===== src/rtl/tfp_pkg.sv =====
package tfp_pkg;

  localparam int COORD_BITS_DEF = 10;
  localparam int CENTER_W       = 10;
  localparam int GAIN_W         = 16;
  localparam int STEP_W         = 16;
  localparam int LIMIT_W        = 15;
  localparam int TURN_W         = 16;
  localparam int INTEG_W        = 32;
  localparam int CFG_IDX_W      = 3;
  localparam int CFG_DATA_W     = 16;
  localparam int MUL_A_W        = INTEG_W + 1;
  localparam int MUL_B_W        = STEP_W + 1;
  localparam int PROD_W         = MUL_A_W + MUL_B_W;

  localparam logic signed [MUL_B_W-1:0] BACKOFF_Q16 = MUL_B_W'(64881);

  localparam logic [CFG_IDX_W-1:0] REG_TARGET_CENTER = 3'd0;
  localparam logic [CFG_IDX_W-1:0] REG_GAIN_P        = 3'd1;
  localparam logic [CFG_IDX_W-1:0] REG_GAIN_I        = 3'd2;
  localparam logic [CFG_IDX_W-1:0] REG_GAIN_D_PER_DT = 3'd3;
  localparam logic [CFG_IDX_W-1:0] REG_STEP_TIME     = 3'd4;
  localparam logic [CFG_IDX_W-1:0] REG_DRIVE_LIMIT   = 3'd5;

  localparam logic [CENTER_W-1:0]      RST_TARGET_CENTER = CENTER_W'(160);
  localparam logic signed [GAIN_W-1:0] RST_GAIN_P        = GAIN_W'(256);
  localparam logic signed [GAIN_W-1:0] RST_GAIN_I        = GAIN_W'(0);
  localparam logic signed [GAIN_W-1:0] RST_GAIN_D        = GAIN_W'(0);
  localparam logic [STEP_W-1:0]        RST_STEP_TIME     = STEP_W'(256);
  localparam logic [LIMIT_W-1:0]       RST_DRIVE_LIMIT   = LIMIT_W'(32767);

  typedef struct packed {
    logic [CENTER_W-1:0]      target_center;
    logic signed [GAIN_W-1:0] gain_p;
    logic signed [GAIN_W-1:0] gain_i;
    logic signed [GAIN_W-1:0] gain_d_per_dt;
    logic [STEP_W-1:0]        step_time;
    logic [LIMIT_W-1:0]       drive_limit;
  } tfp_cfg_t;

  typedef enum logic [2:0] {
    OP_NONE,
    OP_MUL_ST,
    OP_MUL_P,
    OP_MUL_D,
    OP_MUL_I,
    OP_SUM,
    OP_CLAMP,
    OP_BACKOFF
  } tfp_op_e;

  typedef struct packed {
    logic    load;
    tfp_op_e op;
  } tfp_cmd_t;

  typedef struct packed {
    logic clip;
  } tfp_status_t;

endpackage


===== src/rtl/tfp_in_if.sv =====
interface tfp_in_if #(
  parameter int COORD_BITS = tfp_pkg::COORD_BITS_DEF
);
  logic                  valid;
  logic                  ready;
  logic [COORD_BITS-1:0] object_x;

  modport source (output valid, output object_x, input ready);
  modport sink (input valid, input object_x, output ready);
endinterface


===== src/rtl/tfp_out_if.sv =====
interface tfp_out_if;
  import tfp_pkg::*;

  logic                     valid;
  logic                     ready;
  logic signed [TURN_W-1:0] turn_drive;
  logic                     clamped;

  modport source (output valid, output turn_drive, output clamped, input ready);
  modport sink (input valid, input turn_drive, input clamped, output ready);
endinterface


===== src/rtl/tfp_cfg_if.sv =====
interface tfp_cfg_if;
  import tfp_pkg::*;

  logic                  valid;
  logic                  ready;
  logic [CFG_IDX_W-1:0]  index;
  logic [CFG_DATA_W-1:0] data;

  modport source (output valid, output index, output data, input ready);
  modport sink (input valid, input index, input data, output ready);
endinterface


===== src/rtl/tfp_cfg_regs.sv =====
module tfp_cfg_regs (
  input  logic                            clk_i,
  input  logic                            rst_ni,
  input  logic                            valid_i,
  output logic                            ready_o,
  input  logic [tfp_pkg::CFG_IDX_W-1:0]   index_i,
  input  logic [tfp_pkg::CFG_DATA_W-1:0]  data_i,
  output tfp_pkg::tfp_cfg_t               cfg_o
);
  import tfp_pkg::*;

  tfp_cfg_t cfg_q;

  assign ready_o = 1'b1;
  assign cfg_o   = cfg_q;

  always_ff @(posedge clk_i or negedge rst_ni) begin
    if (!rst_ni) begin
      cfg_q.target_center <= RST_TARGET_CENTER;
      cfg_q.gain_p        <= RST_GAIN_P;
      cfg_q.gain_i        <= RST_GAIN_I;
      cfg_q.gain_d_per_dt <= RST_GAIN_D;
      cfg_q.step_time     <= RST_STEP_TIME;
      cfg_q.drive_limit   <= RST_DRIVE_LIMIT;
    end else if (valid_i) begin
      case (index_i)
        REG_TARGET_CENTER: cfg_q.target_center <= data_i[CENTER_W-1:0];
        REG_GAIN_P:        cfg_q.gain_p        <= $signed(data_i[GAIN_W-1:0]);
        REG_GAIN_I:        cfg_q.gain_i        <= $signed(data_i[GAIN_W-1:0]);
        REG_GAIN_D_PER_DT: cfg_q.gain_d_per_dt <= $signed(data_i[GAIN_W-1:0]);
        REG_STEP_TIME:     cfg_q.step_time     <= data_i[STEP_W-1:0];
        REG_DRIVE_LIMIT:   cfg_q.drive_limit   <= data_i[LIMIT_W-1:0];
        default: begin
        end
      endcase
    end
  end

endmodule


===== src/rtl/tfp_datapath.sv =====
module tfp_datapath #(
  parameter int COORD_BITS = tfp_pkg::COORD_BITS_DEF
) (
  input  logic                              clk_i,
  input  logic                              rst_ni,
  input  tfp_pkg::tfp_cmd_t                 cmd_i,
  output tfp_pkg::tfp_status_t              status_o,
  input  tfp_pkg::tfp_cfg_t                 cfg_i,
  input  logic [COORD_BITS-1:0]             object_x_i,
  output logic signed [tfp_pkg::TURN_W-1:0] turn_drive_o,
  output logic                              clamped_o
);
  import tfp_pkg::*;

  localparam int ERR_W  = ((COORD_BITS > CENTER_W) ? COORD_BITS : CENTER_W) + 1;
  localparam int DIFF_W = ERR_W + 1;
  localparam int DRV_W  = ERR_W + 19;
  localparam int SUM_W  = PROD_W + 9;

  logic [ERR_W-1:0]         center_ext;
  logic [ERR_W-1:0]         x_ext;
  logic signed [ERR_W-1:0]  err_d;
  logic signed [DIFF_W-1:0] diff_d;

  logic signed [ERR_W-1:0]   err_q;
  logic signed [DIFF_W-1:0]  diff_q;
  logic signed [ERR_W-1:0]   prev_err_q;
  logic signed [INTEG_W-1:0] integral_q;
  logic signed [PROD_W-1:0]  prod_q;
  logic signed [DRV_W-1:0]   drive_q;
  logic signed [TURN_W-1:0]  turn_q;
  logic                      clamped_q;

  logic signed [MUL_A_W-1:0] mul_a;
  logic signed [MUL_B_W-1:0] mul_b;
  logic signed [PROD_W-1:0]  mul_p;

  logic signed [SUM_W-1:0]   int_sum;
  logic [SUM_W-INTEG_W:0]    int_top;
  logic signed [INTEG_W-1:0] int_sat;

  logic signed [DRV_W-1:0]   lim;
  logic signed [DRV_W-1:0]   neg_lim;
  logic                      over;
  logic                      under;
  logic signed [DRV_W-1:0]   drv_clamped;
  logic signed [DRV_W-1:0]   drv_neg;

  assign center_ext = ERR_W'(cfg_i.target_center);
  assign x_ext      = ERR_W'(object_x_i);
  assign err_d      = $signed(center_ext - x_ext);
  assign diff_d     = DIFF_W'(err_d) - DIFF_W'(prev_err_q);

  always_comb begin
    case (cmd_i.op)
      OP_MUL_ST: begin
        mul_a = MUL_A_W'(err_q);
        mul_b = $signed({1'b0, cfg_i.step_time});
      end
      OP_MUL_P: begin
        mul_a = MUL_A_W'(err_q);
        mul_b = MUL_B_W'(cfg_i.gain_p);
      end
      OP_MUL_D: begin
        mul_a = MUL_A_W'(diff_q);
        mul_b = MUL_B_W'(cfg_i.gain_d_per_dt);
      end
      OP_MUL_I: begin
        mul_a = MUL_A_W'(integral_q);
        mul_b = MUL_B_W'(cfg_i.gain_i);
      end
      default: begin
        mul_a = MUL_A_W'(integral_q);
        mul_b = BACKOFF_Q16;
      end
    endcase
  end

  assign mul_p = mul_a * mul_b;

  // saturating integral add of the error times step time, q8.8 to q16.16
  assign int_sum = SUM_W'(integral_q) + (SUM_W'(prod_q) <<< 8);
  assign int_top = int_sum[SUM_W-1:INTEG_W-1];
  always_comb begin
    if ((&int_top) || !(|int_top)) begin
      int_sat = int_sum[INTEG_W-1:0];
    end else if (int_sum[SUM_W-1]) begin
      int_sat = {1'b1, {(INTEG_W-1){1'b0}}};
    end else begin
      int_sat = {1'b0, {(INTEG_W-1){1'b1}}};
    end
  end

  assign lim     = $signed(DRV_W'(cfg_i.drive_limit));
  assign neg_lim = -lim;
  assign over    = drive_q > lim;
  assign under   = drive_q < neg_lim;

  always_comb begin
    if (over) begin
      drv_clamped = lim;
    end else if (under) begin
      drv_clamped = neg_lim;
    end else begin
      drv_clamped = drive_q;
    end
  end

  assign drv_neg       = -drv_clamped;
  assign status_o.clip = over || under;

  always_ff @(posedge clk_i or negedge rst_ni) begin
    if (!rst_ni) begin
      prev_err_q <= '0;
      integral_q <= '0;
    end else begin
      if (cmd_i.load) begin
        prev_err_q <= err_d;
      end
      case (cmd_i.op)
        OP_MUL_P:   integral_q <= int_sat;
        OP_BACKOFF: integral_q <= INTEG_W'(prod_q >>> 16);
        default: begin
        end
      endcase
    end
  end

  always_ff @(posedge clk_i) begin
    if (cmd_i.load) begin
      err_q  <= err_d;
      diff_q <= diff_d;
    end
    if (cmd_i.op != OP_NONE) begin
      prod_q <= mul_p;
    end
    case (cmd_i.op)
      OP_MUL_D: drive_q <= DRV_W'(prod_q);
      OP_MUL_I: drive_q <= drive_q + DRV_W'(prod_q);
      OP_SUM:   drive_q <= drive_q + DRV_W'(prod_q >>> 24);
      OP_CLAMP: begin
        turn_q    <= TURN_W'(drv_neg);
        clamped_q <= over || under;
      end
      default: begin
      end
    endcase
  end

  assign turn_drive_o = turn_q;
  assign clamped_o    = clamped_q;

endmodule


===== src/rtl/tfp_ctrl.sv =====
module tfp_ctrl (
  input  logic                 clk_i,
  input  logic                 rst_ni,
  input  logic                 in_valid_i,
  output logic                 in_ready_o,
  output logic                 out_valid_o,
  input  logic                 out_ready_i,
  output tfp_pkg::tfp_cmd_t    cmd_o,
  input  tfp_pkg::tfp_status_t status_i
);
  import tfp_pkg::*;

  localparam logic [2:0] S_IDLE    = 3'd0;
  localparam logic [2:0] S_MUL_ST  = 3'd1;
  localparam logic [2:0] S_MUL_P   = 3'd2;
  localparam logic [2:0] S_MUL_D   = 3'd3;
  localparam logic [2:0] S_MUL_I   = 3'd4;
  localparam logic [2:0] S_SUM     = 3'd5;
  localparam logic [2:0] S_CLAMP   = 3'd6;
  localparam logic [2:0] S_BACKOFF = 3'd7;

  logic [2:0] state_q, state_d;
  logic       out_valid_q, out_valid_d;
  logic       out_free;

  assign in_ready_o  = (state_q == S_IDLE);
  assign out_valid_o = out_valid_q;
  assign out_free    = !out_valid_q || out_ready_i;

  always_comb begin
    state_d     = state_q;
    out_valid_d = out_valid_q && !out_ready_i;
    cmd_o.load  = 1'b0;
    cmd_o.op    = OP_NONE;
    case (state_q)
      S_IDLE: begin
        if (in_valid_i) begin
          cmd_o.load = 1'b1;
          state_d    = S_MUL_ST;
        end
      end
      S_MUL_ST: begin
        cmd_o.op = OP_MUL_ST;
        state_d  = S_MUL_P;
      end
      S_MUL_P: begin
        cmd_o.op = OP_MUL_P;
        state_d  = S_MUL_D;
      end
      S_MUL_D: begin
        cmd_o.op = OP_MUL_D;
        state_d  = S_MUL_I;
      end
      S_MUL_I: begin
        cmd_o.op = OP_MUL_I;
        state_d  = S_SUM;
      end
      S_SUM: begin
        cmd_o.op = OP_SUM;
        state_d  = S_CLAMP;
      end
      S_CLAMP: begin
        if (out_free) begin
          cmd_o.op    = OP_CLAMP;
          out_valid_d = 1'b1;
          state_d     = status_i.clip ? S_BACKOFF : S_IDLE;
        end
      end
      S_BACKOFF: begin
        cmd_o.op = OP_BACKOFF;
        state_d  = S_IDLE;
      end
      default: begin
        state_d = S_IDLE;
      end
    endcase
  end

  always_ff @(posedge clk_i or negedge rst_ni) begin
    if (!rst_ni) begin
      state_q     <= S_IDLE;
      out_valid_q <= 1'b0;
    end else begin
      state_q     <= state_d;
      out_valid_q <= out_valid_d;
    end
  end

  a_accept_starts: assert property (@(posedge clk_i) disable iff (!rst_ni)
    in_valid_i && in_ready_o |=> state_q == S_MUL_ST)
    else $error("accepted request did not start the multiply sequence");

  a_result_no_overwrite: assert property (@(posedge clk_i) disable iff (!rst_ni)
    cmd_o.op == OP_CLAMP |-> (!out_valid_q || out_ready_i))
    else $error("result register overwritten while pending");

  a_clip_backoff: assert property (@(posedge clk_i) disable iff (!rst_ni)
    cmd_o.op == OP_CLAMP && status_i.clip |=> state_q == S_BACKOFF)
    else $error("clamp without integral back-off");

  a_backoff_done: assert property (@(posedge clk_i) disable iff (!rst_ni)
    state_q == S_BACKOFF |=> state_q == S_IDLE && out_valid_q || state_q == S_IDLE)
    else $error("back-off did not return to idle");

endmodule


===== src/rtl/trail_follow_pid_unit.sv =====
// Trail-following PID turn controller. Each request carries one measured x coordinate; the
// block forms error = target_center - object_x, updates a saturating Q16.16 integral, sums
// the P, D and I terms, clamps to +/- drive_limit (scaling the integral by 0.99 on a clamp)
// and returns the negated drive with a clamp flag. All products go through one shared
// 33x17 multiplier, one product per cycle; an item runs through an accept step, five
// multiply/add steps and the clamp step before the next request is taken, and through the
// integral back-off step as well when the drive clamps. The result sits in an output
// register; if it has not been taken when the next result is due, the clamp step waits.
// Configuration writes are taken every cycle and should only be issued while idle.
module trail_follow_pid_unit #(
  parameter int COORD_BITS = tfp_pkg::COORD_BITS_DEF
) (
  input  logic       clk_i,
  input  logic       rst_ni,
  tfp_in_if.sink     in_i,
  tfp_out_if.source  out_o,
  tfp_cfg_if.sink    cfg_i
);
  import tfp_pkg::*;

  tfp_cfg_t    cfg;
  tfp_cmd_t    cmd;
  tfp_status_t status;

  tfp_cfg_regs u_cfg_regs (
    .clk_i   (clk_i),
    .rst_ni  (rst_ni),
    .valid_i (cfg_i.valid),
    .ready_o (cfg_i.ready),
    .index_i (cfg_i.index),
    .data_i  (cfg_i.data),
    .cfg_o   (cfg)
  );

  tfp_ctrl u_ctrl (
    .clk_i       (clk_i),
    .rst_ni      (rst_ni),
    .in_valid_i  (in_i.valid),
    .in_ready_o  (in_i.ready),
    .out_valid_o (out_o.valid),
    .out_ready_i (out_o.ready),
    .cmd_o       (cmd),
    .status_i    (status)
  );

  tfp_datapath #(
    .COORD_BITS (COORD_BITS)
  ) u_datapath (
    .clk_i        (clk_i),
    .rst_ni       (rst_ni),
    .cmd_i        (cmd),
    .status_o     (status),
    .cfg_i        (cfg),
    .object_x_i   (in_i.object_x),
    .turn_drive_o (out_o.turn_drive),
    .clamped_o    (out_o.clamped)
  );

endmodule


===== src/flat_wrapper.sv =====
// flat-port wrapper written by rule: the top's interface ports become plain ports
module trail_follow_pid_unit_flat import tfp_pkg::*;
#(
  parameter int COORD_BITS = tfp_pkg::COORD_BITS_DEF
)
  (clk_i, rst_ni, in_i_valid, in_i_object_x, in_i_ready, out_o_valid, out_o_turn_drive, out_o_clamped, out_o_ready, cfg_i_valid, cfg_i_index, cfg_i_data, cfg_i_ready);
  tfp_in_if #(.COORD_BITS(COORD_BITS)) in_i_i ();
  tfp_out_if out_o_i ();
  tfp_cfg_if cfg_i_i ();
  input  logic clk_i;
  input  logic rst_ni;
  input wire logic [$bits(in_i_i.valid)-1:0] in_i_valid;
  input wire logic [$bits(in_i_i.object_x)-1:0] in_i_object_x;
  output wire logic [$bits(in_i_i.ready)-1:0] in_i_ready;
  output wire logic [$bits(out_o_i.valid)-1:0] out_o_valid;
  output wire logic [$bits(out_o_i.turn_drive)-1:0] out_o_turn_drive;
  output wire logic [$bits(out_o_i.clamped)-1:0] out_o_clamped;
  input wire logic [$bits(out_o_i.ready)-1:0] out_o_ready;
  input wire logic [$bits(cfg_i_i.valid)-1:0] cfg_i_valid;
  input wire logic [$bits(cfg_i_i.index)-1:0] cfg_i_index;
  input wire logic [$bits(cfg_i_i.data)-1:0] cfg_i_data;
  output wire logic [$bits(cfg_i_i.ready)-1:0] cfg_i_ready;
  assign in_i_i.valid = in_i_valid;
  assign in_i_i.object_x = in_i_object_x;
  assign in_i_ready = in_i_i.ready;
  assign out_o_valid = out_o_i.valid;
  assign out_o_turn_drive = out_o_i.turn_drive;
  assign out_o_clamped = out_o_i.clamped;
  assign out_o_i.ready = out_o_ready;
  assign cfg_i_i.valid = cfg_i_valid;
  assign cfg_i_i.index = cfg_i_index;
  assign cfg_i_i.data = cfg_i_data;
  assign cfg_i_ready = cfg_i_i.ready;
  trail_follow_pid_unit #(.COORD_BITS(COORD_BITS)) u_core (.clk_i(clk_i), .rst_ni(rst_ni), .in_i(in_i_i), .out_o(out_o_i), .cfg_i(cfg_i_i));
endmodule

===== config.mk =====
export PLATFORM = sky130hd
export DESIGN_NAME = trail_follow_pid_unit_flat
export DESIGN_NICKNAME = d
export VERILOG_FILES = /design/src/rtl/tfp_pkg.sv /design/src/rtl/tfp_in_if.sv /design/src/rtl/tfp_out_if.sv /design/src/rtl/tfp_cfg_if.sv /design/src/rtl/tfp_cfg_regs.sv /design/src/rtl/tfp_datapath.sv /design/src/rtl/tfp_ctrl.sv /design/src/rtl/trail_follow_pid_unit.sv /design/src/flat_wrapper.sv
export SDC_FILE = /design/constraint.sdc
export NUM_CORES = 2
export LEC_CHECK = 0
export ABC_AREA = 1
export BUFFER_PORTS_ARGS = -buffer_cell sky130_fd_sc_hd__buf_4
export CORE_MARGIN = 8
export CORE_UTILIZATION = 65
export CTS_CLUSTER_SIZE = 12
export DETAILED_ROUTE_END_ITERATION = 10
export PLACE_DENSITY = 0.82
export SYNTH_ARGS = -nofsm -noshare
export SYNTH_HDL_FRONTEND = slang
export SYNTH_HIERARCHICAL = 1
export SYNTH_SLANG_ARGS = --single-unit

===== constraint.sdc =====
create_clock -name clk_i -period 9.15 [get_ports clk_i]
set_input_delay 0.4575 -clock clk_i [delete_from_list [all_inputs] [get_ports clk_i]]
set_output_delay 0.4575 -clock clk_i [all_outputs]
set_load 0.01 [all_outputs]

==> impl_results.md <==
- Tcrit/Tclk final: 96.6%
- Core footprint: 59900 um^2
- Setup crit end kind: register
- Run status: finished clean
- Initial drt markers: 3553
- Routed Wire Length: 124000 um
- Remaining Overflow, GRT: 0
- Setup TNS: 0 ns
- Worst path required time: 9.46 ns
- CTS Root Buffer Type: clkbuf_16
- Worst min path class: in -> reg
- Synth top area share: 27.2%
- Final setup vio count: 0
- Vias: 35100
- Worst flop-to-flop path endpoint: u_core/u_datapath/prod_q[43]
- Routed WL per cell: 20.4 um
- Final ANT Viol Nets: 0
- Site Rows: 90
- CTS tree: done
- # diodes: 0
- Clock input transition at the sequential cells of the worst setup and hold paths: 0.06 ns
- CTS Buf Count: 29
- Clock tree buffer depth: 3
- Register area: 7030 um^2
- Synth area leaders: fa_1, nand2_1, inv_1
- Max FO, Critical Path: 12
- Maximum clock rate: 113 MHz
- Initial core utilization: 65.3%
- Startpoint Class: register
- Max cap viols: 0
- Main flop type after synthesis: edfxtp_1
- Asr flop ratio synth: 53.1%
- Layout area overhead: 6.69%
- YS warnings: 6
- Area occupied by multi-input gates: 27400 um^2
- Total die area: 68300 um^2
- Critical path type: reg -> reg
- Die span in x: 261 um
- Syn nets: 6047
- Syn Inst Count: 5221
- Slowest-stage cell, CP: dfrtp_1
- Worst hold start: cfg_i_data[10]
- Final Skew: 0.0354 ns
- Detailed placement HPWL: 101000 um
- Slew Limit Fails: 0
- Min cycle time layout: 8.83 ns
- # clock sinks: 256
- Worst-margin pin slew: 1.16 ns
- Hold endpoint: u_core/u_cfg_regs/cfg_o[10]
- Post-synthesis cell area: 39100 um^2
- Die Y: 261 um
- CP most frequent cell: inv_1
- Layout cells sized above 1: 6.98%
- RSZ-0062 raised after global routing: false
- Post-synthesis cell type count: 65
- Worst slew margin: 22.2%
- Syn Area/Cell: 7.50 um^2
- Initial antenna violation count: 3
- WHS Path Cells: 3
- Final hold vios: 0
- GRT Overall Usage: 36.9%
- Clock Latency Late Sink: 0.59 ns
- Port Buf Inserts: 52
- Router iterations before antenna repair: 6
- Largest net degree at the start of global routing: 73
- Reg2Reg Setup Slack: 0.32 ns
- IO Count: 54
- Sequential area share after synthesis: 18.0%
- Commonest non-fill, non-tap cell in the layout: nand2_1
- Synth Register Bits: 256
- Final nets: 6107
- Synth area leader: fa_1
- Most frequent cells in the layout: nand2_1, inv_1, nor2_1
- Placer Congestion: 1.06
- H-tree levels: 1
- Fill cells: 5047
- Reg2reg start: u_core/u_ctrl/state_q[0]
- Vias in the first global route: 35200
- Crit path DAT: 9.14 ns
- Worst reg2reg path depth: 31
- Post-synth EDFFs: 120
- DRC: 0
- First-pass GRT wire length: 194000 um
- CP max stage delay: 0.62 ns
- Vias per cell: 5.77
==> state kept, by name (all words and copies together), names as in the netlist <==
signal and flops:
u_core/u_cfg_regs/cfg_o 89, u_core/u_datapath/clamped_o 1, u_core/u_datapath/prod_q 50, u_core/u_datapath/prev_err_q 11, u_core/u_datapath/diff_q 12, u_core/u_datapath/err_q 11
u_core/u_ctrl/state_q 3, u_core/u_datapath/turn_drive_o 16, u_core/u_datapath/integral_q 32, u_core/u_datapath/drive_q 30, u_core/u_ctrl/out_valid_o 1
==> through the flow <==
| step | cell area, um^2 | worst slack, ns | utilization (%) | hold slack (ns) | std cells |
|---|---|---|---|---|---|
| floorplan | 39100 | 1.69 | - | 0.162 | 5221 |
| global placement | 40800 | 0.632 | 68.1 | 0.454 | 6028 |
| detailed placement | 40800 | 0.492 | 68.1 | 0.457 | 6028 |
| CTS | 41700 | 0.434 | 69.7 | 0.0977 | 6083 |
| global route | 41800 | 0.108 | 69.7 | 0.129 | 6086 |
| finish | 41800 | 0.315 | 69.7 | 0.120 | 6086 |
==> cell families after synthesis <==
group,synth area share (%)
adder cells (fa/ha/maj),35.5
other,0.00958
AO/OA/AOI/OAI,7.05
XOR/XNOR,2.53
flip-flops,18.0
AND/OR/NAND/NOR,24.8
multiplexers,0.0288
buffers and inverters,12.1
==> Yosys cell counts, types with 4 or more instances <==
| library cell | count |
|---|---|
| a21boi_0 | 6 |
| a22oi_1 | 12 |
| nand2_1 | 1370 |
| o21a_1 | 7 |
| nor3_2 | 5 |
| and3_1 | 6 |
| nand2_2 | 30 |
| nand3_1 | 212 |
| nor3_1 | 23 |
| buf_2 | 15 |
| a31oi_1 | 24 |
| nor2_1 | 554 |
| o21ai_0 | 151 |
| nand3_2 | 13 |
| nor2_2 | 24 |
| buf_4 | 4 |
| fa_1 | 531 |
| nand4_1 | 37 |
| nor4_1 | 11 |
| a22o_1 | 17 |
| nand3b_1 | 9 |
| ha_1 | 261 |
| o21bai_1 | 12 |
| buf_1 | 12 |
| xor2_1 | 85 |
| inv_1 | 1078 |
| o211ai_1 | 6 |
| buf_6 | 9 |
| dfrtp_1 | 117 |
| o21ai_1 | 26 |
| dfstp_2 | 19 |
| nand2_4 | 7 |
| o21ai_2 | 6 |
| edfxtp_1 | 120 |
| inv_2 | 16 |
| clkinv_1 | 9 |
| a21o_1 | 9 |
| a21oi_1 | 191 |
| xnor2_1 | 28 |
| clkbuf_1 | 89 |
| or2_2 | 17 |
| nor2_4 | 8 |
==> worst max path at each step <==
stage                              from                      endpoint  slack, ns  cells after the start
3_5_place_dp                out_o_ready  u_core/u_datapath/prod_q[47]       0.49                     34
6_report       u_core/u_ctrl/state_q[0]  u_core/u_datapath/prod_q[43]       0.32                     31
3_3_place_gp   u_core/u_ctrl/state_q[0]  u_core/u_datapath/prod_q[47]       0.63                     33
4_1_cts        u_core/u_ctrl/state_q[0]  u_core/u_datapath/prod_q[43]       0.43                     33
2_1_floorplan               out_o_ready  u_core/u_datapath/prod_q[47]       1.69                     34
5_1_grt        u_core/u_ctrl/state_q[0]  u_core/u_datapath/prod_q[43]       0.11                     35
==> layer usage <==
metal	up-vias	share of wire [%]	wire length, um	global-route usage (%)
li1	16000	-	-	-
met1	16700	39	48000	48.4
met2	1933	45	55500	58.8
met3	425	11	13900	8.24
met4	6	5.5	6830	16.2
met5	-	0.050	62	0
==> cell type report <==
cell class	count	area share, %
multi-input combinational	3731	65.7
sequential	256	16.8
inverter	1104	9.94
timing repair buffer	159	2.93
tap	782	2.34
clock buffer	47	2.12
clock inverter	7	0.156
==> what timing repair did <==
item | 4_1_cts | 5_1_grt
setup endpoints to repair | 0 | 2
buffers inserted | 0 | 3
endpoints found under the hold margin | 67 | 0
resized for setup | 0 | 4
hold buffers | 1 | 0
==> worst max-delay path, delay by kind of cell (launching register included) <==
kind                       cells  cell delay [ns]
and+or+nand+nor                6             1.30
xor gates and xnor gates       1             0.08
AOI/OAI and AO/OA             10             2.60
buffers and inverters          7             0.65
adders and majority gates      7             3.29
DFF                            1             0.62
Power is left out: the tool's default activity adds up to more than one toggle a clock period on the data nets, which glitch-free logic cannot reach.
